$ cat src/rtl/copv_pkg.sv
// Shared sizing helpers for the circle overlap push vector.
// No dependencies.
package copv_pkg;

    // Bits of the root and quotient: one cell per bit.
    function automatic int root_bits(input int coord_bits);
        return coord_bits + 2;
    endfunction

    // Bits of the running remainder in the root and divide cells.
    function automatic int rem_bits(input int coord_bits);
        return 2 * coord_bits + 4;
    endfunction

endpackage

$ cat src/rtl/copv_sqrt_cell.sv
// One bit of the pipelined integer square root: trial subtract and hold.
// Depends on copv_pkg.
module copv_sqrt_cell #(
    parameter int COORD_BITS = 16,
    parameter int BIT        = 0,
    parameter int SW         = 1
) (
    input  logic                                       clk,
    input  logic                                       en,
    input  logic [copv_pkg::rem_bits(COORD_BITS)-1:0]  rem_in,
    input  logic [copv_pkg::root_bits(COORD_BITS)-1:0] root_in,
    input  logic [SW-1:0]                              side_in,
    output logic [copv_pkg::rem_bits(COORD_BITS)-1:0]  rem_out,
    output logic [copv_pkg::root_bits(COORD_BITS)-1:0] root_out,
    output logic [SW-1:0]                              side_out
);
    import copv_pkg::*;

    localparam int RW = root_bits(COORD_BITS);
    localparam int W2 = rem_bits(COORD_BITS);

    logic [W2-1:0] trial;
    logic          take;
    logic [W2-1:0] rem_reg;
    logic [RW-1:0] root_reg;
    logic [SW-1:0] side_reg;

    // (r + 2^b)^2 - r^2 = r * 2^(b+1) + 2^(2b)
    assign trial = (W2'(root_in) << (BIT + 1)) + (W2'(1) << (2 * BIT));
    assign take  = (rem_in >= trial);

    always_ff @(posedge clk)
    begin
        if (en)
        begin
            rem_reg  <= take ? (rem_in - trial) : rem_in;
            root_reg <= take ? (root_in | (RW'(1) << BIT)) : root_in;
            side_reg <= side_in;
        end
    end

    assign rem_out  = rem_reg;
    assign root_out = root_reg;
    assign side_out = side_reg;
endmodule

$ cat config.mk
export PLATFORM = sky130hd
export DESIGN_NAME = copv_sqrt_cell
export DESIGN_NICKNAME = d
export VERILOG_FILES = /design/src/rtl/copv_pkg.sv /design/src/rtl/copv_sqrt_cell.sv
export SDC_FILE = /design/constraint.sdc
export NUM_CORES = 1
export LEC_CHECK = 0
export BUFFER_PORTS_ARGS = -buffer_cell sky130_fd_sc_hd__buf_2
export CAP_MARGIN = 20
export CORE_MARGIN = 10
export CORE_UTILIZATION = 40
export DETAILED_ROUTE_END_ITERATION = 10
export PLACE_DENSITY = 0.74
export SYNTH_ARGS = -nofsm -noshare
export SYNTH_HDL_FRONTEND = slang
export SYNTH_SLANG_ARGS = --single-unit
$ cat constraint.sdc
create_clock -name clk -period 5 [get_ports clk]
set_input_delay 0.25 -clock clk [delete_from_list [all_inputs] [get_ports clk]]
set_output_delay 0.25 -clock clk [all_outputs]
set_load 0.1 [all_outputs]
=== Word-level counts from Yosys, hierarchy flattened ===
Index checks and enable logic that the tools add are counted.

* Logic and storage cells: 8
* Output and inout bits: 55
* Register bits: 55

* Muxes and demuxes: 1
* Magnitude comparators: 1
* Add/subtract/negate cells: 2

{| class="wikitable"
|+ Operator list
! operator !! number
|-
| 36-bit by 20-bit >= comparator with 1-bit output || 1
|-
| 36-bit 2-to-1 mux || 1
|-
| 36-bit by 20-bit subtractor with 36-bit output || 1
|-
| 19-bit by 1-bit adder with 20-bit output, second input constant || 1
|}

=== Logic depth before layout (Yosys ltp) ===
* Depth in word-level cells: 3
* Gate-level depth with buffers: 12

=== Least setup slack after synthesis ===
Ideal clock, no wire load.

* Path type: input to register
* From: input port root_in[0] (netlist bit)
* To: register rem_reg[34] (netlist: rem_out[34]) (data pin)
* Slack: 2.192 ns
* Arrival: 2.535 ns
* Data required time: 4.727 ns
* Path buffers: 1
* Library setup time: 0.273 ns
* Stages on the path: 10
* Cells stage by stage: inv_1 > fa_1 > a21o_1 > a221oi_2 > nor3_1 > or3_1 > clkbuf_1 > a41o_1 > nor4b_1 > xor2_1

* Word-level cells in the longest chain between the ends: 3
* Elaborated cells on any way between the ends: 4
* Those cells by class: add/sub: 2; order compare: 1; mux: 1

{| class="wikitable"
|+ Ends and longest elaborated chain
! what !! RTL line !! source
|-
| from (decl) || copv_sqrt_cell.sv:11 || <nowiki>input logic [copv_pkg::root_bits(COORD_BITS)-1:0] root_in,</nowiki>
|-
| 19-bit by 1-bit adder with 20-bit output (*) || copv_sqrt_cell.sv:29 || <nowiki>assign trial = (W2'(root_in) << (BIT + 1)) + (W2'(1) << (2 * BIT));</nowiki>
|-
| 36-bit by 20-bit subtractor with 36-bit output / 36-bit by 20-bit >= comparator with 1-bit output (equally long branches) || copv_sqrt_cell.sv:36, copv_sqrt_cell.sv:30 ||
|-
| 36-bit 2-to-1 mux (*) || copv_sqrt_cell.sv:36 || <nowiki>rem_reg <= take ? (rem_in - trial) : rem_in;</nowiki>
|-
| to (signal assigned) || copv_sqrt_cell.sv:36 ||
|-
| to (decl) || copv_sqrt_cell.sv:24 || <nowiki>logic [W2-1:0] rem_reg;</nowiki>
|}

Every way passes the cells marked *; elsewhere a longest branch is shown, timed or not.
A chain may end at the register's enable or synchronous reset.

=== Worst setup path in the final report ===
* From: input port rem_in[1] (netlist bit)
* To: register rem_reg[1] (netlist: rem_out[1]) (data pin)

* Word-level cells in the longest chain between the ends: 2
* Elaborated cells on any way between the ends: 3
* Those cells by class: add/sub: 1; order compare: 1; mux: 1

{| class="wikitable"
|+ Ends and longest elaborated chain
! what !! RTL line !! source
|-
| from (decl) || copv_sqrt_cell.sv:10 || <nowiki>input logic [copv_pkg::rem_bits(COORD_BITS)-1:0] rem_in,</nowiki>
|-
| 36-bit by 20-bit subtractor with 36-bit output / 36-bit by 20-bit >= comparator with 1-bit output (equally long branches) || copv_sqrt_cell.sv:36, copv_sqrt_cell.sv:30 ||
|-
| 36-bit 2-to-1 mux (*) || copv_sqrt_cell.sv:36 ||
|}

Marks and branches as above.

==> flow_summary.yaml <==
cells_and_area:
  area_delta_synth_final_pct: 21.74
  antenna_cells: 0
  nFillCells: 746
  drive_gt1_frac: 0.3088
  fin_nets: 497
route:
  via_per_inst: 5.118
  dr_total_vias: 2692
  ant_nets: 0
  drtIter0Drc: 134
  wl_per_cell_um: 16.66
  drc: 0
  drt_wl_total_um: 8761
  firstDrtPassIters: 4
synth:
  synth_edf_count: 55
  syn_nets: 386
  syn_inst: 309
  yosysWarnings: 0
  yosys_most_used_dff: "edfxtp_1"
  synthArstFlopShare: 0
  synth_top_area_frac: 0.4889
  yosysSeqAreaShare: 0.4889
  yosys_register_bits: 55
  yosysTopAreaCell: "edfxtp_1"
  postSynthAreaPerCell_um2: 10.93
  ys_types: 51
  syn_area_um2: 3378
  synth_area_leaders: "edfxtp_1 (49%), ha_1 (7.0%), xnor2_1 (4.7%), a21oi_1 (4.1%), xor2_1 (3.6%)"
clocking:
  cts.sinks: 55
  cts_htree_levels: 2
  root_buffer: "clkbuf_8"
  clk_pin_slew_worst_paths_ps: 100
  cts_buffer_depth: 2
  cts_tree: "built"
  cts_resized: 0
  ctsHoldBuffers: 0
  numCtsBuffers: 5
  cts_setup_buffers: 0
floorplanning:
  die_h_um: 111.9
  io_pins: 112
  start_util: 0.4111
  fp.dieArea_um2: 12520
  die_w_um: 111.9
  row_count: 33
  core_um2: 8217
timing:
  timing.final.ws_setup_ps: 2018
  fmax_mhz: 335.4
  rsz0062_at_grt: "false"
  hold_viol_final: 0
  period_minus_slack_ps: 2982
  finalSetupViolCount: 0
  drv_slew: 0
  tightest_slew_ps: 714.7
  whs_ps: 109.2
  slew_headroom: 0.5224
  finalCritPeriodShare: 0.5963
  tns_ps: 0
run_status:
  status: "completed"
setup_path:
  cp.buffers_inverters: 1
  arrival_ps: 3040
  cp_slowest_cell: "a21boi_4"
  cp-end-kind: "flip-flop"
  worstSetupPathType: "input pin to flip-flop"
  crit_required_ps: 5060
  startpoint: "rem_in[1]"
  critPathMaxStageDelay_ps: 640
  critPathLaunchType: "input pin"
  cp_max_fo: 24
  path_delay_family: "compound AO/OA/AOI/OAI gates"
  cp_cell_sequence: "buf_2 -> fa_1 -> a21o_1 -> a221oi_2 -> nor3_1 -> or3_1 -> a21boi_4 -> mux2_1"
power_and_ir_drop:
  peakVddDrop_uv: 142.3
  leakage_nw: 1.804
  power.density_nw_per_um2: 364.6
grt:
  grt_pass1_vias: 2739
  antenna_found_initial: 0
  grt_start_max_net_pins: 56
  grt_overflow: 0
  grt_pass1_wl_um: 13760
  track_usage: 0.1323
placement:
  dp_hpwl_um: 6804
  portBuffers: 111
  pre_cts_ws_ps: 1694
  gp_congestion: 0.9402
run:
  maxCapViolCount: 0
worst_hold_path:
  min_path_type: "input pin to flip-flop"
  hp-start: "side_in"
## registers in the layout, indices dropped and copies added (netlist names)
name      flops
root_out     18
rem_out      36
side_out      1
## Yosys cell counts, drive strengths merged (2+ instances only)
library cell	number
or4	2
o21bai	2
nor3b	2
xor2	14
nor4	3
ha	19
a21oi	29
a21o	14
nand4	7
a21bo	3
nor2	25
a21boi	2
and3	3
nand2	18
a221oi	2
a31oi	2
a211oi	2
xnor2	18
or2	2
clkbuf	3
or3	5
buf	5
nor3	12
o21ai	13
nand4b	2
edfxtp	55
nand3	3
inv	21
nor4b	4
o211ai	2
o31a	2
## routing by layer
| metal | vias to the layer above | GRT usage | routed length (um) | share of wire |
|---|---|---|---|---|
| met5 | - | 0 | 0 | 0 |
| met4 | 0 | 0.04713 | 163 | 0.019 |
| met3 | 11 | 0.03221 | 505 | 0.058 |
| met2 | 83 | 0.2160 | 4249 | 0.48 |
| met1 | 1222 | 0.1657 | 3843 | 0.44 |
| li1 | 1376 | - | - | - |
## final cells by class
type | count | area (um^2) | area share
Timing Repair Buffer | 112 | 563.0 | 0.1369
Sequential cell | 55 | 1652 | 0.4016
Clock inverter | 3 | 38.79 | 0.009431
Inverter | 21 | 78.83 | 0.01917
Tap cell | 105 | 131.4 | 0.03194
Multi-Input combinational cell | 225 | 1580 | 0.3842
Clock buffer | 5 | 68.82 | 0.01673
## placed cells by master, fill, tap and decap left out, types with 2 or more instances in the layout
cell type	synthesis	layout
nor4_1	3	3
a21oi_1	28	28
buf_2	0	111
o21ai_1	2	2
xor2_1	14	14
and3_1	3	3
o31a_1	2	2
nor2_1	25	25
a211oi_1	2	2
nand2_1	18	18
o21bai_1	2	2
xnor2_1	18	18
o211ai_1	2	2
clkbuf_8	0	5
or3_1	4	4
ha_1	19	19
a31oi_1	2	2
edfxtp_1	55	55
a21bo_2	3	3
or2_2	2	2
nand4b_1	2	2
nand3_1	3	3
a21o_1	14	14
inv_1	21	21
o21ai_0	11	11
nor3_1	12	12
nor4b_1	4	4
nand4_1	7	7
## power breakdown
group / switching (mW) / internal (mW) / total (mW) / leakage, nW
clock network: 0.144 / 0.147 / 0.291 / 0.0556
logic: 0.503 / 0.125 / 0.628 / 1.21
registers: 0.0118 / 0.569 / 0.581 / 0.539
total: 0.658 / 0.841 / 1.50 / 1.80
## path summary, 6_finish.rpt
| kind | endpoint | slack, ps | cells after the start |
|---|---|---|---|
| min | side_out | 110 | 1 |
| max | rem_out[1] | 2020 | 8 |
## metrics by stage
step / util / total power, mW / area (um^2) / std cells
2_1_floorplan: - / 1.098 / 3378 / 309
3_3_place_gp: 0.4874 / 1.213 / 4005 / 518
3_5_place_dp: 0.4874 / 1.219 / 4005 / 518
4_1_cts: 0.5005 / 1.509 / 4113 / 526
5_1_grt: 0.5005 / 1.566 / 4113 / 526
6_report: 0.5005 / 1.500 / 4113 / 526
## kinds of logic after synthesis
| kind of cell | after synthesis | synth area share |
|---|---|---|
| AOI/OAI and AO/OA | 79 | 0.1570 |
| xor gates and xnor gates | 32 | 0.08296 |
| adders and majority gates | 20 | 0.07630 |
| buffers and inverters | 29 | 0.04333 |
| DFF | 55 | 0.4889 |
| muxes | 2 | 0.006296 |
| and+or+nand+nor | 92 | 0.1452 |
Power figures use the tool's default switching activity.
