==> src/rtl/copv_pkg.sv <==
// Shared sizing helpers for the circle overlap push vector.
// No dependencies.
package copv_pkg;

    // Bits of the root and quotient: one cell per bit.
    function automatic int root_bits(input int coord_bits);
        return coord_bits + 2;
    endfunction

    // Bits of the running remainder in the root and divide cells.
    function automatic int rem_bits(input int coord_bits);
        return 2 * coord_bits + 4;
    endfunction

endpackage

==> src/rtl/copv_div_cell.sv <==
// One quotient bit of the paired x/y restoring divider.
// Depends on copv_pkg.
module copv_div_cell #(
    parameter int COORD_BITS = 16,
    parameter int BIT        = 0,
    parameter int SW         = 1
) (
    input  logic                                       clk,
    input  logic                                       en,
    input  logic [copv_pkg::rem_bits(COORD_BITS)-1:0]  rem_x_in,
    input  logic [copv_pkg::rem_bits(COORD_BITS)-1:0]  rem_y_in,
    input  logic [copv_pkg::root_bits(COORD_BITS)-1:0] q_x_in,
    input  logic [copv_pkg::root_bits(COORD_BITS)-1:0] q_y_in,
    input  logic [copv_pkg::root_bits(COORD_BITS)-1:0] den_in,
    input  logic [SW-1:0]                              side_in,
    output logic [copv_pkg::rem_bits(COORD_BITS)-1:0]  rem_x_out,
    output logic [copv_pkg::rem_bits(COORD_BITS)-1:0]  rem_y_out,
    output logic [copv_pkg::root_bits(COORD_BITS)-1:0] q_x_out,
    output logic [copv_pkg::root_bits(COORD_BITS)-1:0] q_y_out,
    output logic [copv_pkg::root_bits(COORD_BITS)-1:0] den_out,
    output logic [SW-1:0]                              side_out
);
    import copv_pkg::*;

    localparam int RW = root_bits(COORD_BITS);
    localparam int W2 = rem_bits(COORD_BITS);

    logic [W2-1:0] trial;
    logic          take_x;
    logic          take_y;
    logic [W2-1:0] rem_x_reg;
    logic [W2-1:0] rem_y_reg;
    logic [RW-1:0] q_x_reg;
    logic [RW-1:0] q_y_reg;
    logic [RW-1:0] den_reg;
    logic [SW-1:0] side_reg;

    assign trial  = W2'(den_in) << BIT;
    assign take_x = (rem_x_in >= trial);
    assign take_y = (rem_y_in >= trial);

    always_ff @(posedge clk)
    begin
        if (en)
        begin
            rem_x_reg <= take_x ? (rem_x_in - trial) : rem_x_in;
            rem_y_reg <= take_y ? (rem_y_in - trial) : rem_y_in;
            q_x_reg   <= take_x ? (q_x_in | (RW'(1) << BIT)) : q_x_in;
            q_y_reg   <= take_y ? (q_y_in | (RW'(1) << BIT)) : q_y_in;
            den_reg   <= den_in;
            side_reg  <= side_in;
        end
    end

    assign rem_x_out = rem_x_reg;
    assign rem_y_out = rem_y_reg;
    assign q_x_out   = q_x_reg;
    assign q_y_out   = q_y_reg;
    assign den_out   = den_reg;
    assign side_out  = side_reg;
endmodule

==> config.mk <==
export PLATFORM = sky130hd
export DESIGN_NAME = copv_div_cell
export DESIGN_NICKNAME = d
export VERILOG_FILES = /design/src/rtl/copv_pkg.sv /design/src/rtl/copv_div_cell.sv
export SDC_FILE = /design/constraint.sdc
export NUM_CORES = 1
export LEC_CHECK = 0
export BUFFER_PORTS_ARGS = -buffer_cell sky130_fd_sc_hd__buf_4
export CORE_MARGIN = 4
export CORE_UTILIZATION = 50
export DETAILED_ROUTE_END_ITERATION = 8
export GPL_ROUTABILITY_DRIVEN = 0
export PLACE_DENSITY = 0.81
export RECOVER_POWER = 25
export SLEW_MARGIN = 40
export SYNTH_ARGS = -nofsm -noshare
export SYNTH_HDL_FRONTEND = slang
export SYNTH_SLANG_ARGS = --single-unit
==> constraint.sdc <==
create_clock -name clk -period 3.7 [get_ports clk]
set_input_delay 0.185 -clock clk [delete_from_list [all_inputs] [get_ports clk]]
set_output_delay 0.185 -clock clk [all_outputs]
set_load 0.01 [all_outputs]
After elaboration in Yosys (flattened, before gate mapping)
Index checks and enable logic that the tools add are counted.
{"block": "word_totals", "output_inout_bits": 127, "inputBits": 129, "wordCells": 14, "register_bits": 127}
{"block": "op_classes", "muxes": 2, "add_sub_neg": 2, "n_lt_le_gt_ge": 2}
{"operator": "greater-or-equal comparator 36 x 18 -> 1 bit", "count": 2}
{"operator": "two-way mux 36 bit", "count": 2}
{"operator": "subtractor 36 x 18 -> 36 bit", "count": 2}

Depth between registers and ports, before layout
Gate-level depths: netlist (run 1).
{"block": "logic_depth", "depth_word": 2, "mapped_depth": 13, "depth_no_buf": 11}

Worst setup path before layout (run 1)
OpenSTA, ideal clock, no wires.
{"block": "synth_path", "path_type": "input to register", "startpoint": "input rem_x_in[0] in the netlist's numbering", "endpoint": "register rem_x_reg[25], in the netlist rem_x_out[25] (data pin)", "stages": 12, "path_buffers": 1, "arrival_time_ns": 2.665, "slack_ns": 0.777, "setup_time_ns": 0.258, "cell_sequence": "inv_1 -> ha_1 -> fa_1 -> nand2b_1 -> a211oi_1 -> o31ai_1 -> a21oi_1 -> o21ai_1 -> buf_4 -> nor3b_1 -> or3b_1 -> xnor2_1"}
{"block": "synth_via", "elab_chain_len": 2, "elab_cells_between_ends": 3, "cone_classes": "1 x add/sub; 1 x order compare; 1 x mux"}
{"item": "start, declared", "line_no": "copv_div_cell.sv:10", "rtl": "input logic [copv_pkg::rem_bits(COORD_BITS)-1:0] rem_x_in,"}
{"item": "subtractor 36 x 18 -> 36 bit or greater-or-equal comparator 36 x 18 -> 1 bit (tied branches)", "line_no": "copv_div_cell.sv:46, copv_div_cell.sv:39"}
{"item": "two-way mux 36 bit (*)", "line_no": "copv_div_cell.sv:46", "rtl": "rem_x_reg <= take_x ? (rem_x_in - trial) : rem_x_in;"}
{"item": "end signal, assigned", "line_no": "copv_div_cell.sv:46"}
{"item": "end, declared", "line_no": "copv_div_cell.sv:31", "rtl": "logic [W2-1:0] rem_x_reg;"}
Every way passes the cells marked *; elsewhere a longest branch is shown, timed or not.
A chain may end at the register's enable or synchronous reset.

Final worst setup path (run 1)
{"block": "layout_path", "startpoint": "input den_in[11] in the netlist's numbering", "endpoint": "register rem_y_reg[26], in the netlist rem_y_out[26] (data pin)"}
{"block": "layout_via", "elab_chain_len": 2, "elab_cells_between_ends": 3, "cone_classes": "1 x add/sub; 1 x order compare; 1 x mux"}
{"item": "start, declared", "line_no": "copv_div_cell.sv:14", "rtl": "input logic [copv_pkg::root_bits(COORD_BITS)-1:0] den_in,"}
{"item": "subtractor 36 x 18 -> 36 bit or greater-or-equal comparator 36 x 18 -> 1 bit (tied branches)", "line_no": "copv_div_cell.sv:47, copv_div_cell.sv:40"}
{"item": "two-way mux 36 bit (*)", "line_no": "copv_div_cell.sv:47", "rtl": "rem_y_reg <= take_y ? (rem_y_in - trial) : rem_y_in;"}
{"item": "end signal, assigned", "line_no": "copv_div_cell.sv:47"}
{"item": "end, declared", "line_no": "copv_div_cell.sv:32", "rtl": "logic [W2-1:0] rem_y_reg;"}
Marked as above.

==> results of run 1 <==
## power by group through the flow
stage / combinational (mW) / clock, mW / sequential, mW
global route: 1.03 / 1.74 / 1.84
floorplan: 0.342 / 0 / 1.92
CTS: 0.961 / 1.64 / 1.82
detailed placement: 0.907 / 0 / 1.85
finish: 0.964 / 1.65 / 1.83
global placement: 0.888 / 0 / 1.84
## registers in the layout (all words and copies together), names as in the netlist
name	flops
rem_y_out	36
q_x_out	18
q_y_out	18
den_out	18
rem_x_out	36
side_out	1
## critical path, cell delays in order
cell,delay (ns)
dlygate4sd3_1,0.57
clkbuf_1,0.21
inv_1,0.13
ha_1,0.36
a21oi_1,0.20
nor4b_1,0.41
a211oi_1,0.21
and3_1,0.26
or4b_1,0.67
o41ai_1,0.26
o21ai_0,0.12
## layout make-up
cell class,instances,share of cell area (%)
diodes,1,0.0247
clock buffers,18,4.24
clock inverters,13,1.45
inverters,28,1.04
multi-input cells,443,29.4
flip-flops and latches,127,37.6
well taps,176,2.17
repair buffers,311,24.1
## stage by stage
step / area [um2] / std cells
2_1_floorplan: 6960 / 617
3_5_place_dp: 9070 / 1033
6_report: 10100 / 1117
4_1_cts: 10200 / 1116
3_3_place_gp: 9070 / 1033
5_1_grt: 10100 / 1117
## path summary, 6_finish.rpt
kind	slack, ns	end	from	cells after the start
setup / recovery	0.26	rem_y_out[26]$_DFFE_PP_	den_in[11]	11
hold / removal	0.03	q_x_out[0]$_SDFFCE_PP1P_	q_x_in[0]	2
## cell families after synthesis
kind of cell / count (synthesis)
compound gates: 135
xor+xnor: 64
fa+ha+maj: 38
buf+inv: 47
flops: 127
mux: 2
simple gates: 204
## layout by cell type, fill, tap and decap left out, types with 3 or more instances in the layout
master and count:
ha_1 36, clkbuf_16 17, o21a_1 4, nand3b_1 3, xnor2_1 27, xor2_1 37, o21ai_1 11, bufinv_16 3
nor2b_1 4, nand3_1 12, a211oi_1 10, nand2_1 65, o21bai_1 3, buf_4 204, clkbuf_1 11, edfxtp_1 127
and3_1 3, a31oi_1 3, dlygate4sd3_1 52, nor2_1 37, inv_1 28, nor3_1 17, o31ai_1 6, a21oi_1 29
clkbuf_4 43, nand4_1 6, or3_1 6, a21o_1 13, nand2b_1 13, or4_1 8, clkinv_2 5, o21ai_0 42
nor4_1 14
## metal layers
metal / track usage [%] / up-vias / wire length, um
met2: 47.7 / 326 / 11100
met4: 10.3 / 0 / 716
li1: - / 2925 / -
met5: 0 / - / 0
met3: 6.14 / 54 / 1730
met1: 31.5 / 2872 / 8240
==> reports/results.tsv, run 1 <==
stage	metric	value	unit
synth	synth-seq-area-share	54.8	%
critical_path	cp-end-kind	flop	
power	combinationalPowerShare	21.7	%
synth	synth_cell_type_count	57	
critical_path	worstPathArrival	3.59	ns
floorplanning	dieArea	15900	um2
final_layout	final_nets	1095	
clock_network	path_clk_slew	0.05	ns
synth	synth_top_family_by_area	simple AND/OR/NAND/NOR gates	
clock_network	postCtsSetupRepairBufs	0	
power	swShare	26.0	%
clock_network	cts_inserted_buffers	17	
synth	synth-xor-area-share	8.06	%
synth	avgSynthCellArea	11.3	um2
routing	wl	21.8	mm
placement	io_buffers	255	
routing	dr.pass1.iters	5	
synth	syn_inst	617	
synth	yosysMostFrequentCell	edfxtp_1	
run	max-cap-violations	1	
clock_network	h-tree-depth	4	
status	outcome	finished, violations left	
synth	ys.flop_type	edfxtp_1	
sta	setup_viol	0	
grt	grt_max_degree	78	
clock_network	clk_path_buf_depth	2	
sta	fmax	0.291	GHz
sta	relSlewSlack	-35.5	%
grt	grt_first_pass_wirelength	33.4	mm
power	fin_total_pwr	4.44	mW
critical_path	path_max_fanout	6	
synth	ys_ff_latch	127	
final_layout	register_area	3810	um2
sta	period_share	92.9	%
routing	vias	6177	
sta	rsz0062_at_grt	false	
grt	track_usage	26.8	%
synth	synthSimpleGateAreaFrac	15.0	%
clock_network	post_cts_resized	0	
power	power.density	438	nW/um2
placement	pre_cts_ws	0.497	ns
routing	wl_per_cell	19.5	um
hold_path	hold_path.class	primary input to flop	
sta	finalHoldViolCount	0	
synth	synthTopCellsByArea	edfxtp_1, ha_1, xor2_1	
power	p_leak	4.20	nW
clock_network	cts_tree	done	
synth	synth-edff-count	127	
sta	holdWs	0.0331	ns
sta	fin_tns_setup	0	ns
sta	worst_slew_pin_slew	2.03	ns
synth	ys_warn_count	0	
synth	async_reset_ff_share	0	%
status	violations	capacitance limit, slew limit	
floorplanning	die_h	126	um
synth	synth_commonest_cells	edfxtp_1, nand2_1, o21ai_0, nor2_1, xor2_1	
final_layout	drive_gt1_share	30.4	%
power	clock_power_share	37.1	%
power	irDropWorstVdd	0.000321	V
placement	hpwl	15.6	mm
floorplanning	start_util	51.7	%
synth	synth_nets	784	
synth	synth_compound_area_share	12.0	%
final_layout	n_fill_cell	852	
critical_path	critPathRequiredTime	3.85	ns
synth	yosysTopAreaCell	edfxtp_1	
floorplanning	ios	256	
routing	drt_iter0_drc	494	
final_layout	areaGrowthSynthToFinish	45.6	%
clock_network	cts.sinks	127	
synth	netlist_area	6960	um2
grt	grt_overflow	0	
grt	grt_pass1_vias	6179	
synth	yosysTopAreaCellShare	54.8	%
floorplanning	die_w	126	um
sta	maxSlewViolCount	77	
power	p_switching	1.15	mW
sta	post-route-min-period	3.44	ns
clock_network	clock-root-buffer	clkbuf_16	
sta	finalWorstSetupSlack	0.264	ns
routing	remaining_drc_errors	0	
final_layout	utilization	75.3	%
routing	viasPerCell	5.53	
floorplanning	rows	42	
synth	synth_fa_ha_area_share	7.05	%
floorplanning	design.core.area	13500	um2
grt	antenna_found_initial	1	
power	internal-power	3.29	mW
clock_network	cts_hold_buf	52	
critical_path	critPathKind	primary input to flop	
critical_path	cp-start-kind	primary input	
routing	antenna_left	0	
synth	synth.area.mux_share	0.306	%
final_layout	multi_input_area	2980	um2
power	seqPwrFrac	41.2	%
No activity file was read; power rests on OpenSTA's default activity.
==> inputs of run 2 (changes only) <==
--- a/config.mk
+++ b/config.mk
@@ -6,11 +6,10 @@
 export NUM_CORES = 1
 export LEC_CHECK = 0
 export BUFFER_PORTS_ARGS = -buffer_cell sky130_fd_sc_hd__buf_4
-export CORE_MARGIN = 4
-export CORE_UTILIZATION = 50
+export CORE_MARGIN = 8
+export CORE_UTILIZATION = 25
 export DETAILED_ROUTE_END_ITERATION = 8
 export GPL_ROUTABILITY_DRIVEN = 0
-export PLACE_DENSITY = 0.81
 export RECOVER_POWER = 25
 export SLEW_MARGIN = 40
 export SYNTH_ARGS = -nofsm -noshare
==> run 2 against run 1 <==
  * The flow still finishes with violations (capacitance limit, slew limit)
  * Sequential share of layout area shrank 0.95 points
  * Worst hold slack got worse by 0.0025 ns
  * Critical path depth up 2
  * First-iteration DRC count is 41% lower
  * Combinational power decreased by 0.8%
  * Non-clock buffer count increased by 2
  * Final area rose by 2.6%
  * Utilization down 38 points
  * Fmax down 0.31%
  * Clock power shrank 2%
  * Worst setup slack got worse by 0.011 ns
  * Sequential power barely moved
  * Largest cell class unchanged
==> reports/results.tsv, run 2 (synthesis results as in run 1) <==
stage	metric	value	unit
status	outcome	finished, violations left	
status	violations	capacitance limit, slew limit	
placement	io_buffers	255	
critical_path	worstPathArrival	3.62	ns
final_layout	postLayoutCellArea	10400	um2
final_layout	final_cells	1319	
grt	grt_first_pass_wirelength	34.8	mm
floorplanning	rows	61	
routing	vias	5824	
grt	grt_overflow	0	
sta	fmax	0.290	GHz
grt	antenna_found_initial	1	
hold_path	hold_path.class	primary input to flop	
clock_network	h-tree-depth	4	
sta	rsz0062_at_grt	false	
final_layout	drive_gt1_share	30.6	%
final_layout	final_cell_mix	buf_4, edfxtp_1, nand2_1	
final_layout	areaGrowthSynthToFinish	49.3	%
grt	track_usage	13.5	%
sta	worst_slew_pin_slew	2.87	ns
power	combinationalPowerShare	21.8	%
routing	dr.pass1.iters	4	
clock_network	clock-root-buffer	clkbuf_16	
clock_network	path_clk_slew	0.06	ns
sta	maxSlewViolCount	48	
placement	placed_cell_area	9320	um2
power	internal-power	3.22	mW
routing	antenna_left	0	
power	clock_power_share	36.7	%
critical_path	cpPeakStageDelay	0.55	ns
sta	period_share	93.1	%
power	seqPwrFrac	41.5	%
critical_path	critPathRequiredTime	3.87	ns
floorplanning	die_w	183	um
placement	dp_cells	1235	
grt	grt_max_degree	112	
sta	relSlewSlack	-91.3	%
power	p_leak	4.20	nW
sta	fin_tns_setup	0	ns
clock_network	cts_inserted_buffers	17	
routing	wl_per_cell	17.4	um
clock_network	post_cts_resized	0	
routing	wl	22.9	mm
grt	grt_pass1_vias	6079	
routing	remaining_drc_errors	0	
run	max-cap-violations	1	
routing	viasPerCell	4.42	
sta	post-route-min-period	3.45	ns
critical_path	crit_chain	dlygate4sd3_1 > clkbuf_1 > ha_1 > fa_1 > nand2b_1 > a211oi_1 > o31ai_1 > a21oi_1 > o21ai_2 > nor3b_1 > buf_4 > or3b_1 > xnor2_1	
critical_path	path_max_fanout	4	
critical_path	crit_slowest_cell	dlygate4sd3_1	
sta	holdWs	0.0306	ns
sta	finalHoldViolCount	0	
floorplanning	design.core.area	27600	um2
floorplanning	die_h	183	um
clock_network	clk_path_buf_depth	2	
final_layout	final_nets	1097	
power	swShare	26.5	%
final_layout	final_common_cell	buf_4	
power	irDropWorstVdd	0.000306	V
final_layout	n_fill_cell	2748	
placement	hpwl	17.9	mm
power	p_switching	1.16	mW
floorplanning	dieArea	33400	um2
critical_path	cp-start-kind	primary input	
clock_network	cts.sinks	127	
critical_path	critPathKind	primary input to flop	
floorplanning	ios	256	
power	power.density	422	nW/um2
routing	drt_iter0_drc	293	
sta	setup_viol	0	
floorplanning	start_util	25.2	%
clock_network	cts_tree	done	
final_layout	diodes	0	
critical_path	cp-end-kind	flop	
## run 2: power by group through the flow
| stage | registers, mW | logic [mW] | clock network (mW) |
|---|---|---|---|
| after floorplan | 1.92 | 0.342 | 0 |
| after global placement | 1.84 | 0.919 | 0 |
| after detailed placement | 1.85 | 0.926 | 0 |
| after CTS | 1.82 | 0.974 | 1.66 |
| after global routing | 1.83 | 1.05 | 1.71 |
| final | 1.82 | 0.956 | 1.61 |
## run 2: layout make-up
type | instances | area [um2] | area share (%)
Clock buffer | 19 | 433 | 4.17
Clock inverter | 11 | 119 | 1.14
Inverter | 28 | 105 | 1.01
Multi-Input combinational cell | 443 | 2980 | 28.6
Sequential cell | 127 | 3810 | 36.7
Tap cell | 378 | 473 | 4.55
Timing Repair Buffer | 313 | 2470 | 23.8
## run 2: stage by stage
step                      power (mW)  utilization, %  worst slack [ns]
after floorplan                 2.26               -             0.777
after global placement          2.76            33.7             0.494
after detailed placement        2.77            33.7             0.396
after CTS                       4.45            37.6             0.277
after global routing            4.60            37.6            0.0314
final                           4.38            37.6             0.254
## run 2: per-layer routing
layer / GRT usage (%) / vias up / routed length (um)
met5: 0 / - / 13
met1: 15.3 / 2701 / 9460
li1: - / 2922 / -
met2: 23.7 / 181 / 11500
met3: 4.53 / 18 / 1600
met4: 4.46 / 2 / 341
## run 2: worst max-delay path, delay by kind of cell
kind / cells / cell delay [ns]
xor+xnor: 1 / 0.13
fa+ha+maj: 2 / 0.62
simple gates: 3 / 0.75
buf+inv: 3 / 0.85
compound gates: 4 / 1.08
## run 2: final timing paths
check                 startpoint  cells after the start                        to  slack (ns)
worst max-delay path   den_in[0]                     13   rem_x_out[25]$_DFFE_PP_        0.25
worst min-delay path   q_x_in[0]                      2  q_x_out[0]$_SDFFCE_PP1P_        0.03
## run 2: timing repair
action,CTS,global route
setup buffers,0,0
setup endpoints to repair,0,0
hold endpoints to repair,53,0
hold buffers,53,0
==> inputs of run 3 (changes only) <==
--- a/config.mk
+++ b/config.mk
@@ -7,9 +7,10 @@
 export LEC_CHECK = 0
 export BUFFER_PORTS_ARGS = -buffer_cell sky130_fd_sc_hd__buf_4
 export CORE_MARGIN = 8
-export CORE_UTILIZATION = 25
+export CORE_UTILIZATION = 44
 export DETAILED_ROUTE_END_ITERATION = 8
 export GPL_ROUTABILITY_DRIVEN = 0
+export PLACE_DENSITY = 0.72
 export RECOVER_POWER = 25
 export SLEW_MARGIN = 40
 export SYNTH_ARGS = -nofsm -noshare
==> run 3 against run 2 <==
  * The flow still finishes with violations (capacitance limit, slew limit)
  * Total power grew 6.2%
  * Utilization grew 28 points
  * Final cell count shrank 12%
  * Final area shrank 0.96%
==> reports/results.tsv, run 3 (synthesis results as in run 1) <==
stage	metric	value	unit
status	outcome	finished, violations left	
status	violations	capacitance limit, slew limit	
placement	io_buffers	255	
clock_network	cts_inserted_buffers	17	
placement	dp_cells	1073	
clock_network	cts.sinks	127	
critical_path	critPathRequiredTime	3.85	ns
critical_path	cp-end-kind	flop	
floorplanning	ios	256	
final_layout	final_cells	1158	
critical_path	crit_start	den_in[17]	
routing	dr.pass1.iters	5	
routing	wl	22.0	mm
clock_network	cts_tree	done	
floorplanning	rows	46	
routing	viasPerCell	5.14	
floorplanning	die_w	142	um
routing	drt_iter0_drc	384	
sta	finalHoldViolCount	0	
sta	period_share	94.9	%
routing	wl_per_cell	19.0	um
sta	worst_slew_pin_slew	3.58	ns
grt	grt_max_degree	68	
final_layout	utilization	65.7	%
grt	track_usage	21.8	%
routing	antenna_left	0	
sta	fmax	0.285	GHz
floorplanning	start_util	44.4	%
power	power.density	452	nW/um2
grt	grt_first_pass_wirelength	33.5	mm
floorplanning	design.core.area	15700	um2
final_layout	drive_gt1_share	31.2	%
final_layout	areaGrowthSynthToFinish	47.9	%
sta	maxSlewViolCount	61	
final_layout	diodes	0	
critical_path	crit_end	rem_x_out[32]$_DFFE_PP_	
grt	antenna_found_initial	0	
critical_path	critPathKind	primary input to flop	
power	p_leak	4.26	nW
clock_network	h-tree-depth	4	
final_layout	final_cell_mix	buf_4, edfxtp_1, nand2_1	
clock_network	path_clk_slew	0.06	ns
floorplanning	dieArea	20100	um2
sta	post-route-min-period	3.51	ns
final_layout	n_fill_cell	1225	
critical_path	cp-start-kind	primary input	
clock_network	clock-root-buffer	clkbuf_16	
sta	setup_viol	0	
critical_path	worstPathArrival	3.66	ns
run	max-cap-violations	1	
sta	relSlewSlack	-139	%
clock_network	post_cts_resized	0	
hold_path	hold_path.class	primary input to flop	
grt	grt_overflow	0	
grt	grt_pass1_vias	5970	
floorplanning	die_h	142	um
placement	hpwl	16.6	mm
final_layout	final_nets	1096	
final_layout	final_common_cell	buf_4	
critical_path	path_max_fanout	36	
clock_network	clk_path_buf_depth	2	
power	irDropWorstVdd	0.000335	V
routing	remaining_drc_errors	0	
sta	rsz0062_at_grt	false	
routing	vias	5954	
sta	fin_tns_setup	0	ns
==> run 3: changes by cell type in the layout (fill, tap and decap cells not counted), moves of 3 or more <==
| cell | delta |
|---|---|
| clkbuf_1 | -4 |
| inv_6 | +4 |
| bufinv_16 | +3 |
| clkinv_2 | -3 |
| clkbuf_4 | -11 |
| buf_4 | +13 |
==> run 3: worst min path at each step <==
stage | slack, ns | start | to | cells past startpoint
3_5_place_dp | 0.36 | q_x_in[14] | q_x_out[14]$_DFFE_PP_ | 1
6_report | 0.03 | q_x_in[0] | q_x_out[0]$_SDFFCE_PP1P_ | 2
3_3_place_gp | 0.36 | q_y_in[1] | q_y_out[1]$_DFFE_PP_ | 1
5_1_grt | 0.02 | q_y_in[0] | q_y_out[0]$_SDFFCE_PP1P_ | 2
4_1_cts | 0.01 | q_y_in[0] | q_y_out[0]$_SDFFCE_PP1P_ | 2
2_1_floorplan | 0.28 | den_in[0] | den_out[0]$_DFFE_PP_ | 0
==> run 3: per-stage QoR <==
| stage | setup WS, ns | hold WS, ns | instance area [um2] | power (mW) |
|---|---|---|---|---|
| floorplan | 0.777 | 0.284 | 6960 | 2.26 |
| global placement | 0.534 | 0.363 | 9120 | 2.75 |
| detailed placement | 0.398 | 0.364 | 9120 | 2.76 |
| CTS | 0.268 | 0.0125 | 10300 | 4.69 |
| global route | 0.0842 | 0.0170 | 10300 | 4.84 |
| finish | 0.187 | 0.0294 | 10300 | 4.65 |
==> run 3: critical path, stage by stage <==
cell and delay, ns:
dlygate4sd3_1 0.53, clkbuf_4 0.13, inv_1 0.06, ha_1 0.21
or4_1 0.50, a211o_1 0.29, nor4_1 0.52, nand3b_1 0.20
o21ai_2 0.22, buf_4 0.37, o21bai_1 0.22, nor4_1 0.09
xor2_1 0.15
==> run 3: per-layer routing <==
layer | vias to the layer above | track usage [%] | routed length (um)
li1 | 2924 | - | -
met1 | 2772 | 25.4 | 8750
met2 | 238 | 37.0 | 10900
met3 | 20 | 7.46 | 2080
met4 | 0 | 7.07 | 305
met5 | - | 0 | 0
==> run 3: area by class of cell <==
type                       instances  area, um2  area share (%)
timing repair buffer             312       2470            24.0
clock buffer                      18        429            4.17
multi-input combinational        443       2980            28.9
sequential                       127       3810            37.1
inverter                          28        105            1.02
tap                              216        270            2.63
clock inverter                    14        229            2.22
==> run 3: report_power, final <==
group,switching (mW),internal [mW],total [mW]
clock,0.662,1.21,1.87
sequential,0.0460,1.77,1.82
combinational,0.489,0.472,0.961
total,1.20,3.46,4.65
==> run 3: timing repair <==
item / in CTS / in global routing
endpoints found under the hold margin: 53 / 0
hold buffers: 53 / 0
setup buffers: 0 / 0
